$ cat src/hw/rtl/bole_pkg.sv
// shared types and command codes for the bounded ordered list engine
package bole_pkg;

  typedef enum logic [3:0] {
    OP_INSERT   = 4'd0,
    OP_REMOVE   = 4'd1,
    OP_REPLACE  = 4'd2,
    OP_SELECT   = 4'd3,
    OP_SEARCH   = 4'd4,
    OP_SINS_ASC = 4'd5,
    OP_SINS_DSC = 4'd6,
    OP_SORT_ASC = 4'd7,
    OP_SORT_DSC = 4'd8
  } op_e;

  typedef enum logic [3:0] {
    ST_IDLE = 4'b0001,
    ST_SORT = 4'b0010,
    ST_SRCH = 4'b0100,
    ST_OUT  = 4'b1000
  } state_e;

  localparam int unsigned OpW    = 4;
  localparam int unsigned PosW   = 5;
  localparam int unsigned ValW   = 32;
  localparam int unsigned TdInW  = 48;
  localparam int unsigned TdOutW = 48;

  // per-cell control from the sequencer
  typedef struct packed {
    logic ins;       // take left neighbor, own cell gets value at pos
    logic rem;       // take right neighbor from pos up
    logic rep;       // write value at pos
    logic swp_even;  // odd-even transposition, even pairs
    logic swp_odd;
    logic desc;
  } cell_ctl_t;

endpackage

$ cat src/hw/rtl/bounded_ordered_list_engine.sv
// top level of the bounded ordered list engine
//
// s_axis carries one command per transfer, m_axis one result per command.
// s_axis_tdata: op [3:0], position [8:4], operand_value [40:9], zero fill.
// m_axis_tdata: ok [0], read_value [32:1], found_index [37:33],
//   count_now [42:38], zero fill.
// entries sit in a row of DEPTH cells; insert, remove and sorted insert
// shift the cells from the insert or remove point up in parallel, replace
// writes one cell and select reads one cell. insert, remove, replace, select
// and sorted insert load the result register when accepted; search scans
// one cell per cycle up to the last entry; sort runs count odd-even transposition phases.
// one command is in flight at a time; s_axis_tready is low from the
// accepting edge until the result transfer completes.
// the result holds steady while m_axis_tready is low.
// reset empties the list; entry contents are left as they are.
module bounded_ordered_list_engine #(
  parameter int unsigned DEPTH      = 16,
  parameter int unsigned DATA_WIDTH = 32
) (
  input  logic                          clk_i,
  input  logic                          rst_ni,
  input  logic                          s_axis_tvalid,
  output logic                          s_axis_tready,
  input  logic [bole_pkg::TdInW-1:0]    s_axis_tdata,  // op, position, operand_value
  output logic                          m_axis_tvalid,
  input  logic                          m_axis_tready,
  output logic [bole_pkg::TdOutW-1:0]   m_axis_tdata   // ok, read_value, found_index, count_now
);
  import bole_pkg::*;

  localparam int unsigned IdxW = $clog2(DEPTH + 1);

  logic [OpW-1:0]        op;
  logic [PosW-1:0]       pos_raw;
  logic [ValW-1:0]       opv;
  logic [IdxW-1:0]       pos, c_pos, c_cnt, fnd, cnt;
  logic [DATA_WIDTH-1:0] val, c_val, rd;
  logic [DATA_WIDTH-1:0] cells [DEPTH];
  logic                  ok;
  cell_ctl_t             ctl;

  assign op      = s_axis_tdata[3:0];
  assign pos_raw = s_axis_tdata[8:4];
  assign opv     = s_axis_tdata[40:9];
  assign pos     = (IdxW >= PosW) ? IdxW'(pos_raw)
                 : ((pos_raw > PosW'(DEPTH)) ? IdxW'(DEPTH) : IdxW'(pos_raw));
  assign val     = DATA_WIDTH'($signed({{32{opv[ValW-1]}}, opv}));

  bole_ctrl #(.DEPTH(DEPTH), .DATA_WIDTH(DATA_WIDTH), .IDX_W(IdxW)) u_ctrl (
    .clk_i, .rst_ni,
    .in_valid_i (s_axis_tvalid), .in_ready_o (s_axis_tready),
    .op_i (op), .pos_i (pos), .val_i (val),
    .cells_i (cells),
    .ctl_o (ctl), .pos_o (c_pos), .cnt_o (c_cnt), .val_o (c_val),
    .out_valid_o (m_axis_tvalid), .out_ready_i (m_axis_tready),
    .ok_o (ok), .rd_o (rd), .found_o (fnd), .count_o (cnt)
  );

  for (genvar g = 0; g < DEPTH; g++) begin : g_cell
    logic [DATA_WIDTH-1:0] lft, rgt;
    assign lft = (g == 0) ? cells[0] : cells[(g == 0) ? 0 : g - 1];
    assign rgt = (g == DEPTH - 1) ? cells[DEPTH-1] : cells[(g == DEPTH - 1) ? g : g + 1];
    bole_cell #(.DATA_WIDTH(DATA_WIDTH), .IDX_W(IdxW)) u_cell (
      .clk_i, .ctl_i (ctl), .idx_i (IdxW'(g)), .pos_i (c_pos), .cnt_i (c_cnt),
      .val_i (c_val), .left_i (lft), .right_i (rgt),
      .data_o (cells[g])
    );
  end

  assign m_axis_tdata = {5'd0, 5'(cnt), 5'(fnd),
                         32'(rd), ok};

  a_cnt_max: assert property (@(posedge clk_i) disable iff (!rst_ni)
    cnt <= IdxW'(DEPTH)) else $error("count above depth");
  a_ready_excl: assert property (@(posedge clk_i) disable iff (!rst_ni)
    !(s_axis_tready && m_axis_tvalid)) else $error("ready while result pending");
  a_hold: assert property (@(posedge clk_i) disable iff (!rst_ni)
    m_axis_tvalid && !m_axis_tready |=> $stable(m_axis_tdata))
    else $error("result changed under stall");
endmodule

$ cat src/hw/rtl/bole_cell.sv
// one list cell: holds an entry and talks to its neighbors
module bole_cell #(
  parameter int unsigned DATA_WIDTH = 32,
  parameter int unsigned IDX_W      = 5
) (
  input  logic                    clk_i,
  input  bole_pkg::cell_ctl_t     ctl_i,
  input  logic [IDX_W-1:0]        idx_i,
  input  logic [IDX_W-1:0]        pos_i,
  input  logic [IDX_W-1:0]        cnt_i,
  input  logic [DATA_WIDTH-1:0]   val_i,
  input  logic [DATA_WIDTH-1:0]   left_i,
  input  logic [DATA_WIDTH-1:0]   right_i,
  output logic [DATA_WIDTH-1:0]   data_o
);
  import bole_pkg::*;

  logic [DATA_WIDTH-1:0] data_q, data_d;
  logic                  gt_left, gt_me, is_lo, is_hi, pair_ok_lo, pair_ok_hi;

  // order tests of this entry against the right neighbor and of the left neighbor against this entry, direction aware
  assign gt_me  = ctl_i.desc ? ($signed(data_q) < $signed(right_i))
                             : ($signed(data_q) > $signed(right_i));
  assign gt_left = ctl_i.desc ? ($signed(left_i) < $signed(data_q))
                              : ($signed(left_i) > $signed(data_q));
  assign is_lo = (idx_i[0] == (ctl_i.swp_odd ? 1'b1 : 1'b0));
  assign is_hi = !is_lo;
  assign pair_ok_lo = ({1'b0, idx_i} + 1'b1) < {1'b0, cnt_i};
  assign pair_ok_hi = (idx_i != '0) && (idx_i < cnt_i);

  always_comb begin
    data_d = data_q;
    if (ctl_i.ins) begin
      if (idx_i == pos_i) begin
        data_d = val_i;
      end else if (idx_i > pos_i) begin
        data_d = left_i;
      end
    end else if (ctl_i.rem) begin
      if (idx_i >= pos_i) begin
        data_d = right_i;
      end
    end else if (ctl_i.rep) begin
      if (idx_i == pos_i) begin
        data_d = val_i;
      end
    end else if (ctl_i.swp_even || ctl_i.swp_odd) begin
      if (is_lo && pair_ok_lo && gt_me) begin
        data_d = right_i;
      end else if (is_hi && pair_ok_hi && gt_left) begin
        data_d = left_i;
      end
    end
  end

  always_ff @(posedge clk_i) begin
    data_q <= data_d;
  end

  assign data_o = data_q;
endmodule

$ cat src/hw/rtl/bole_ctrl.sv
// command sequencer: decodes, runs sort passes and the search scan, holds the result
module bole_ctrl #(
  parameter int unsigned DEPTH      = 16,
  parameter int unsigned DATA_WIDTH = 32,
  parameter int unsigned IDX_W      = 5
) (
  input  logic                       clk_i,
  input  logic                       rst_ni,
  input  logic                       in_valid_i,
  output logic                       in_ready_o,
  input  logic [bole_pkg::OpW-1:0]   op_i,
  input  logic [IDX_W-1:0]           pos_i,
  input  logic [DATA_WIDTH-1:0]      val_i,
  input  logic [DATA_WIDTH-1:0]      cells_i [DEPTH],
  output bole_pkg::cell_ctl_t        ctl_o,
  output logic [IDX_W-1:0]           pos_o,
  output logic [IDX_W-1:0]           cnt_o,
  output logic [DATA_WIDTH-1:0]      val_o,
  output logic                       out_valid_o,
  input  logic                       out_ready_i,
  output logic                       ok_o,
  output logic [DATA_WIDTH-1:0]      rd_o,
  output logic [IDX_W-1:0]           found_o,
  output logic [IDX_W-1:0]           count_o
);
  import bole_pkg::*;

  state_e                state_q, state_d;
  logic [IDX_W-1:0]      cnt_q, cnt_d, step_q, step_d, fnd_q, fnd_d;
  logic [DATA_WIDTH-1:0] val_q, val_d, rd_q, rd_d;
  logic                  ok_q, ok_d, desc_q, desc_d;
  logic                  acc, full, sorted_a, sorted_d, odd_q, odd_d;
  logic [IDX_W-1:0]      sel_idx, at_idx, last_idx;
  logic [IDX_W:0]        cnt_w;
  cell_ctl_t             ctl;
  logic [DEPTH-1:0]      gt_asc, gt_dsc, brk_a, brk_d, sgt_a, sgt_d;
  logic [DATA_WIDTH-1:0] scan;
  logic [IDX_W-1:0]      scan_idx;

  assign acc      = in_valid_i && in_ready_o;
  assign in_ready_o = (state_q == ST_IDLE);
  assign cnt_w    = {1'b0, cnt_q};
  assign full     = cnt_w >= (IDX_W+1)'(DEPTH);
  assign last_idx = cnt_q - 1'b1;

  // adjacent order violations and the sorted-insert point
  always_comb begin
    for (int i = 0; i < DEPTH; i++) begin
      gt_asc[i] = 1'b0;
      gt_dsc[i] = 1'b0;
      if (i + 1 < DEPTH) begin
        gt_asc[i] = $signed(cells_i[i]) > $signed(cells_i[i+1]);
        gt_dsc[i] = $signed(cells_i[i]) < $signed(cells_i[i+1]);
      end
      brk_a[i] = gt_asc[i] && ((i + 1) < int'(cnt_q));
      brk_d[i] = gt_dsc[i] && ((i + 1) < int'(cnt_q));
      sgt_a[i] = ($signed(cells_i[i]) >= $signed(val_i)) && (i < int'(cnt_q));
      sgt_d[i] = ($signed(cells_i[i]) <= $signed(val_i)) && (i < int'(cnt_q));
    end
  end
  assign sorted_a = (brk_a == '0);
  assign sorted_d = (brk_d == '0);

  always_comb begin
    at_idx = cnt_q;
    for (int i = DEPTH - 1; i >= 0; i--) begin
      if ((op_i == OP_SINS_DSC) ? sgt_d[i] : sgt_a[i]) begin
        at_idx = IDX_W'(i);
      end
    end
  end

  assign sel_idx = (pos_i >= last_idx) ? last_idx : pos_i;
  assign scan_idx = step_q;
  assign scan = cells_i[scan_idx[$clog2(DEPTH)-1:0]];

  always_comb begin
    state_d = state_q;
    cnt_d   = cnt_q;
    step_d  = step_q;
    fnd_d   = fnd_q;
    val_d   = val_q;
    rd_d    = rd_q;
    ok_d    = ok_q;
    desc_d  = desc_q;
    odd_d   = odd_q;
    ctl     = '0;
    ctl.desc = desc_q;
    case (state_q)
      ST_IDLE: begin
        if (acc) begin
          ok_d  = 1'b0;
          rd_d  = '0;
          fnd_d = '0;
          val_d = val_i;
          state_d = ST_OUT;
          case (op_i)
            OP_INSERT: begin
              if (pos_i <= cnt_q && !full) begin
                ctl.ins = 1'b1;
                cnt_d = cnt_q + 1'b1;
                ok_d  = 1'b1;
              end
            end
            OP_REMOVE: begin
              if (pos_i < cnt_q) begin
                ctl.rem = 1'b1;
                cnt_d = cnt_q - 1'b1;
                ok_d  = 1'b1;
              end
            end
            OP_REPLACE: begin
              if (pos_i < cnt_q) begin
                ctl.rep = 1'b1;
                ok_d  = 1'b1;
              end
            end
            OP_SELECT: begin
              if (cnt_q != '0) begin
                rd_d = cells_i[sel_idx[$clog2(DEPTH)-1:0]];
                ok_d = 1'b1;
              end
            end
            OP_SEARCH: begin
              step_d  = '0;
              fnd_d   = cnt_q;
              state_d = (cnt_q == '0) ? ST_OUT : ST_SRCH;
            end
            OP_SINS_ASC, OP_SINS_DSC: begin
              if (((op_i == OP_SINS_DSC) ? sorted_d : sorted_a) && !full) begin
                ctl.ins = 1'b1;
                cnt_d = cnt_q + 1'b1;
                ok_d  = 1'b1;
              end
            end
            OP_SORT_ASC, OP_SORT_DSC: begin
              ok_d    = 1'b1;
              desc_d  = (op_i == OP_SORT_DSC);
              step_d  = cnt_q;
              odd_d   = 1'b0;
              state_d = (cnt_q > 1) ? ST_SORT : ST_OUT;
            end
            default: begin
            end
          endcase
        end
      end
      ST_SORT: begin
        // odd-even transposition, cnt phases sort any order
        ctl.swp_even = !odd_q;
        ctl.swp_odd  = odd_q;
        odd_d  = !odd_q;
        step_d = step_q - 1'b1;
        if (step_q == 1) begin
          state_d = ST_OUT;
        end
      end
      ST_SRCH: begin
        if (scan == val_q) begin
          fnd_d   = step_q;
          ok_d    = 1'b1;
          state_d = ST_OUT;
        end else if (step_q == last_idx) begin
          state_d = ST_OUT;
        end else begin
          step_d = step_q + 1'b1;
        end
      end
      ST_OUT: begin
        if (out_ready_i) begin
          state_d = ST_IDLE;
        end
      end
      default: state_d = ST_IDLE;
    endcase
    if (acc && (op_i == OP_SINS_ASC || op_i == OP_SINS_DSC)) begin
      ctl.desc = (op_i == OP_SINS_DSC);
    end
  end

  always_ff @(posedge clk_i or negedge rst_ni) begin
    if (!rst_ni) begin
      state_q <= ST_IDLE;
      cnt_q   <= '0;
      step_q  <= '0;
      odd_q   <= 1'b0;
      desc_q  <= 1'b0;
    end else begin
      state_q <= state_d;
      cnt_q   <= cnt_d;
      step_q  <= step_d;
      odd_q   <= odd_d;
      desc_q  <= desc_d;
    end
  end

  always_ff @(posedge clk_i) begin
    val_q <= val_d;
    rd_q  <= rd_d;
    ok_q  <= ok_d;
    fnd_q <= fnd_d;
  end

  assign ctl_o       = ctl;
  assign pos_o       = (acc && (op_i == OP_SINS_ASC || op_i == OP_SINS_DSC)) ? at_idx : pos_i;
  assign cnt_o       = cnt_q;
  assign val_o       = val_i;
  assign out_valid_o = (state_q == ST_OUT);
  assign ok_o        = ok_q;
  assign rd_o        = rd_q;
  assign found_o     = fnd_q;
  assign count_o     = cnt_q;
endmodule

$ cat config.mk
export PLATFORM = sky130hd
export DESIGN_NAME = bounded_ordered_list_engine
export DESIGN_NICKNAME = d
export VERILOG_FILES = /design/src/hw/rtl/bole_pkg.sv /design/src/hw/rtl/bounded_ordered_list_engine.sv /design/src/hw/rtl/bole_cell.sv /design/src/hw/rtl/bole_ctrl.sv
export SDC_FILE = /design/constraint.sdc
export NUM_CORES = 2
export LEC_CHECK = 0
export BUFFER_PORTS_ARGS = -buffer_cell sky130_fd_sc_hd__buf_2
export CAP_MARGIN = 0
export CORE_ASPECT_RATIO = 2
export CORE_MARGIN = 2
export CORE_UTILIZATION = 40
export DETAILED_ROUTE_END_ITERATION = 12
export GPL_ROUTABILITY_DRIVEN = 0
export PLACE_DENSITY_LB_ADDON = 0.15
export SLEW_MARGIN = 20
export SYNTH_ARGS = -nofsm -noshare
export SYNTH_HDL_FRONTEND = slang
export SYNTH_HIERARCHICAL = 1
export SYNTH_SLANG_ARGS = --single-unit
$ cat constraint.sdc
create_clock -name clk_i -period 23.5 [get_ports clk_i]
set_input_delay 2.35 -clock clk_i [delete_from_list [all_inputs] [get_ports clk_i]]
set_output_delay 2.35 -clock clk_i [all_outputs]
set_load 0.005 [all_outputs]
After elaboration in Yosys (flattened, before gate mapping)
Cells that the tools add are included.

$add $sub $neg: 4. $lt $le $gt $ge: 148. Equality and inequality tests: 89. Multiplexer cells: 254. Bitwise operators: 3. Reductions and logical operators: 188.

Operator list (number): two-way mux 32 bit (160); >= comparator 32 bit (16); > comparator 32 bit (16); <= comparator 32 bit (16); < comparator 32 bit (16); binary-select mux 32 bit (select 4 bit) (2); two-way mux 5 bit (26); logical AND 1 bit (128); < comparator 4 x 5 -> 1 bit, first input constant (24); inequality test 3 x 1 -> 1 bit, second input constant (32); AND reduction 5 bit (15); nonzero test 5 bit (15); < comparator 3 x 5 -> 1 bit, first input constant (12); inequality test 4 x 1 -> 1 bit, second input constant (14); two-way mux 1 bit (45); equality test 4 x 5 -> 1 bit, first input constant (8); > comparator 4 x 5 -> 1 bit, first input constant (8); >= comparator 4 x 5 -> 1 bit, first input constant (7); equality test 32 bit (1); logical NOT 16 bit (2); two-way mux 4 bit (8); < comparator 2 x 5 -> 1 bit, first input constant (6); case mux 5 bit (3 select lines) (2); equality test 3 x 5 -> 1 bit, first input constant (4); 47 further kinds (103).

Register bits: 598. Input port bits: 52. Output and inout port bits: 50. Logic and storage cells: 711.

Longest topological paths before layout
Depth in word-level cells: 25. Depth in mapped cells: 24. Depth with buffers taken out: 23.

Hierarchy
The synthesis kept the hierarchy.

Modules (own cells, without submodules): bole_cell (times used 16, cells an instance 558, area each 4660.7 um^2, sequential area each 960.9 um^2); bole_ctrl (times used 1, cells an instance 4141, area each 36394.9 um^2, sequential area each 2503.7 um^2); bounded_ordered_list_engine (times used 1, cells an instance 8, area each 52.6 um^2, sequential area each 0.0 um^2).

Worst setup path after synthesis
No wires, ideal clock.

Path kind: in2reg. Start: input s_axis_tdata[40] (netlist bit). End: register g_cell[10].u_cell.data_q[0], enable pin. Setup time: 0.474 ns. Arrival time: 9.458 ns. Required time: 23.026 ns. Path slack: 13.567 ns. Cell stages on the path: 21. Path buffers: 1. Path through: inv_1 ha_1 and4_1 nand3_1 or3_1 or4_1 a311oi_1 nor3_1 mux2i_1 nand2_1 and2_1 nand2_1 o31ai_1 inv_1 ha_1 and3_1 nand3_1 clkbuf_1 a21oi_1 nor3_1 a221oi_1.

Word-level cells in the longest chain between the ends: 23. Elaborated cells on any way between the ends: 104. Classes of those cells: order compare (34); eq/ne (4); mux (33); reduce/logical (33).

Ends and longest elaborated chain: from (decl) (RTL line bounded_ordered_list_engine.sv:24) `input logic [bole_pkg::TdInW-1:0] s_axis_tdata,`; >= comparator 32 bit or <= comparator 32 bit (tied branches) (RTL line bole_ctrl.sv:57, bole_ctrl.sv:58); logical AND 1 bit, on equally long branches (RTL line bole_ctrl.sv:57, bole_ctrl.sv:58); two-way mux 1 bit (RTL line bole_ctrl.sv:67) `if ((op_i == OP_SINS_DSC) ? sgt_d[i] : sgt_a[i]) begin`; two-way mux 5 bit (15 in series) (RTL line bole_ctrl.sv:67); two-way mux 5 bit (*) (RTL line bole_ctrl.sv:67); two-way mux 5 bit (*) (RTL line bole_ctrl.sv:205) `assign pos_o = (acc && (op_i == OP_SINS_ASC || op_i == OP_SINS_DSC)) ? at_idx : pos_i;`; net c_pos[3] (RTL line bounded_ordered_list_engine.sv:36) `logic [IdxW-1:0] pos, c_pos, c_cnt, fnd, cnt;`; > comparator 4 x 5 -> 1 bit (tied with other cells) (RTL line bole_cell.sv:36) `end else if (idx_i > pos_i) begin`; inequality test 3 x 1 -> 1 bit (no source line) or inequality test 4 x 1 -> 1 bit (tied branches); AND reduction 5 bit (no source line) (*); to (signal assigned) (RTL line bole_cell.sv:57) `data_q <= data_d;`; to (decl) (RTL line bole_cell.sv:18) `logic [DATA_WIDTH-1:0] data_q, data_d;`.

The timed path passes the listed nets; every way through them passes the cells marked *. A chain may end at the register's enable or synchronous reset.

Worst setup path in the final report
Start: input s_axis_tdata[38] (netlist bit). End: register g_cell[6].u_cell.data_q[23], enable pin.

Word-level cells in the longest chain between the ends: 23. Elaborated cells on any way between the ends: 104. Classes of those cells: order compare (34); eq/ne (4); mux (33); reduce/logical (33).

Ends and longest elaborated chain (RTL line): >= comparator 32 bit or <= comparator 32 bit (tied branches) (bole_ctrl.sv:57, bole_ctrl.sv:58); logical AND 1 bit, on equally long branches (bole_ctrl.sv:57, bole_ctrl.sv:58); two-way mux 1 bit (bole_ctrl.sv:67); two-way mux 5 bit (15 in series) (bole_ctrl.sv:67); two-way mux 5 bit (*) (bole_ctrl.sv:67); two-way mux 5 bit (*) (bole_ctrl.sv:205); net c_pos[4] (bounded_ordered_list_engine.sv:36); > comparator 3 x 5 -> 1 bit (tied with other cells) (bole_cell.sv:36); inequality test 3 x 1 -> 1 bit (no source line) or inequality test 4 x 1 -> 1 bit (tied branches); AND reduction 5 bit (no source line) (*); to (signal assigned) (bole_cell.sv:57); to (decl) (bole_cell.sv:18).

Marks and branches as above.

==> results.py <==
metrics = {
    "pwr": {
        "intPower_mw": 3.391,
        "seq_power_share_pct": 21.0,
        "power.share.switching_pct": 48.90,
        "p_leak_nw": 56.49,
        "share_comb_of_total_power_pct": 59.0,
        "finalPower_mw": 6.636,
        "p_sw_mw": 3.245,
        "ir_worst_vdd_uv": 154.7,
        "p_per_area_mw_per_mm2": 54.09,
        "clkPwrFrac_pct": 19.9,
    },
    "status": {
        "status": "finished clean",
    },
    "hold_path": {
        "min_path_type": "reg2reg",
    },
    "sta": {
        "slew_violations": 0,
        "finalHoldViolCount": 0,
        "rsz0062_at_grt": "no",
        "timing.fmax_mhz": 89.48,
        "setup_viol": 0,
        "fin_setup_tns_ns": 0,
        "maxSlewHeadroom_pct": 2.548,
        "final.period_utilization_pct": 47.56,
        "tightestPinTransition_ns": 1.449,
        "finalCriticalPeriod_ns": 11.18,
        "fin_worst_skew_ns": 0.06059,
    },
    "critical_path": {
        "worst_path_largest_cell_delay_ns": 0.86,
        "end_kind": "flip-flop",
        "crit_fanout": 34,
        "crit_arrival_ns": 11.58,
        "path_buf_inv": 7,
        "path_class": "in2reg",
        "startpoint_type": "input pin",
        "critPathTopFamily": "simple AND/OR/NAND/NOR gates",
        "worst_path_max_delay_cell": "nor3_1",
        "critPathMostFrequentCell": "buf_4",
        "cp.required_ns": 23.90,
    },
    "detailed_routing": {
        "routed_wl_mm": 590.1,
        "drt_iter0_drc": 12180,
        "viasPerCell": 6.648,
        "route.detailed.drc": 0,
        "drtAntennaViolNets": 0,
        "vias": 115833,
        "wire_per_inst_um": 33.87,
        "dr.pass1.iters": 7,
    },
    "floorplanning": {
        "rows": 273,
        "initial_utilization_pct": 40.18,
        "io_pins": 102,
        "die_area_mm2": 0.2820,
        "core_mm2": 0.2763,
        "fp.dieW_um": 376.5,
        "die_y_um": 749.0,
    },
    "global_routing": {
        "grt_overflow": 0,
        "grt_pass1_wl_mm": 824.6,
        "grt_pass1_vias": 113429,
        "grt_max_degree": 211,
        "antenna_found_initial": 48,
        "grtUsageTotal_pct": 40.97,
    },
    "clock_network": {
        "cts-root-buf": "clkbuf_16",
        "postCtsSetupBuffers": 0,
        "htreeDepth": 3,
        "clockBufferDepth": 3,
        "cts_buffers": 75,
        "cts_hold_buf": 0,
        "clk_pin_slew_ns": 0.07,
        "cts_tree": "yes",
        "cts.sinks": 598,
        "post_cts_resized": 0,
        "clk_latency_ns": 0.80,
    },
    "logic_synthesis": {
        "synth_most_common_cell": "ha_1",
        "synth_edf_count": 582,
        "synth.area.top_cells": "ha_1 25%, edfxtp_1 16%, inv_1 6.2%",
        "synth_common_cells": "2240 x ha_1, 1840 x inv_1, 1134 x nand2_1",
        "avgSynthCellArea_um2": 8.490,
        "yosysWarningCount": 6,
        "synth_area_mm2": 0.1110,
        "synth-main-ff-cell": "edfxtp_1",
        "netlist_instances": 13077,
        "synth_area_leader_cell": "ha_1",
        "synth_cell_types": 96,
        "async_flop_share_pct": 2.676,
        "ys_seq_elements": 598,
        "synth_top_area_share_pct": 25.25,
        "ys_seq_area_share_pct": 16.10,
    },
    "place": {
        "hpwl_mm": 430.8,
        "port_buffers": 89,
    },
    "job": {
        "max_cap_viol_count": 0,
    },
    "layout": {
        "area_delta_synth_final_pct": 10.51,
        "final_nets": 16033,
        "drive_above_1_share_pct": 12.24,
    },
}
## final timing paths
kind,startpoint,end,slack (ns),cells after the start
max in group asynchronous,rst_ni,u_ctrl/cnt_o[2],21.64,1
setup / recovery,s_axis_tdata[38],g_cell[6].u_cell/data_o[23],12.32,25
hold reg to reg,u_ctrl/odd_q,u_ctrl/odd_q,0.55,1
hold / removal,u_ctrl/odd_q,u_ctrl/odd_q,0.55,1
min in group asynchronous,rst_ni,u_ctrl/state_q[1],1.51,1
setup reg to reg,g_cell[5].u_cell/data_o[30],g_cell[5].u_cell/data_o[17],12.40,22
## cell families (layout without fill, tap and decap cells)
kind of cell / after synthesis / after routing / synth area share (%)
mux: 842 / 842 / 11.30
flops: 598 / 598 / 16.10
simple gates: 3184 / 3184 / 14.72
other cells: 2 / 568 / 0.006765
compound gates: 3685 / 3685 / 22.62
fa+ha+maj: 2240 / 2240 / 25.25
buf+inv: 2379 / 2584 / 8.845
xor+xnor: 147 / 147 / 1.160
## layout make-up
| cell class | count | area, um2 |
|---|---|---|
| well taps | 3575 | 4473 |
| repair buffers | 609 | 4563 |
| clock buffers | 95 | 2067 |
| clock inverters | 38 | 414.1 |
| diodes | 51 | 127.6 |
| inverters | 1842 | 6917 |
| multi-input cells | 10615 | 86230 |
| fillers | 26858 | 153700 |
| flip-flops and latches | 598 | 17900 |
## routing by layer
metal	vias to the layer above	routed length, um	GRT usage [%]
met4	14	93190	51.20
met5	-	86	0.06861
li1	50194	-	-
met2	7070	269700	66.59
met1	55505	175400	37.86
met3	3050	51740	11.04
## layout by cell type, fill, tap and decap left out, types with 24 or more instances in the layout
master	n
a21oi_1	795
a221oi_1	122
o22ai_1	421
nand2_1	1134
and3_1	52
o21a_1	62
nand2b_1	77
nor3_1	156
inv_1	1836
o211ai_1	67
xor2_1	36
o21ai_1	52
o221a_1	416
mux2_2	423
and4_1	31
conb_1	517
o211a_1	35
nor2b_1	219
o221ai_1	38
nor4_1	24
clkbuf_16	79
nor2_1	287
and2_1	105
xnor2_1	106
diode_2	51
o21ai_0	789
mux2i_1	120
or4_1	25
nand3_1	381
buf_2	89
a21o_1	456
nor3_2	54
a211oi_1	131
edfxtp_1	582
buf_4	496
ha_1	2240
nand4_1	461
a31oi_1	31
mux4_2	280
## state kept, by name, indices dropped and copies added, names as in the netlist
register              count
u_ctrl/found_o            5
u_ctrl/odd_q              1
u_ctrl/cnt_o              5
u_ctrl/scan_idx           5
g_cell.u_cell/data_o    512
u_ctrl/state_q            4
u_ctrl/ok_o               1
u_ctrl/rd_o              32
u_ctrl/desc_q             1
u_ctrl/val_q             32
## power by group through the flow
| stage | Clock [mW] | Sequential [mW] | Combinational, mW |
|---|---|---|---|
| after floorplan | 0 | 1.37 | 2.39 |
| final | 1.32 | 1.39 | 3.92 |
| after global placement | 0 | 1.41 | 3.59 |
| after global routing | 1.36 | 1.40 | 4.04 |
| after detailed placement | 0 | 1.41 | 3.66 |
| after CTS | 1.33 | 1.38 | 3.68 |
## metrics by stage
step                hold WS, ns  utilization (%)  setup slack, ns  area, um2  std cells
floorplan                0.4752                -            13.57     113000      13592
global placement         0.5048            43.23            12.28     119500      17217
detailed placement       0.5312            43.24            12.15     119500      17217
CTS                      0.5422            44.14            12.60     122000      17350
global route             0.5726            44.38            12.23     122600      17402
finish                   0.5515            44.40            12.32     122700      17423
## worst register-to-register path, cell delays in order, from the launching register on
cell and delay (ns):
edfxtp_1 0.86, inv_1 0.15, ha_1 0.31, nand2_1 0.09, nor3_1 0.89, nor4bb_4 0.72, buf_8 0.25, o31ai_4 0.25
nand3_1 0.19, mux2i_1 0.74, nor2_1 0.25, a211o_1 0.31, o22a_1 0.44, nor2_1 0.21, a31oi_1 0.11, nor2_4 0.53
buf_12 0.60, buf_12 0.59, buf_4 1.33, buf_12 0.60, buf_4 0.93, o21ai_0 0.36, o221a_1 0.19
No activity file was read; power rests on OpenSTA's default activity.
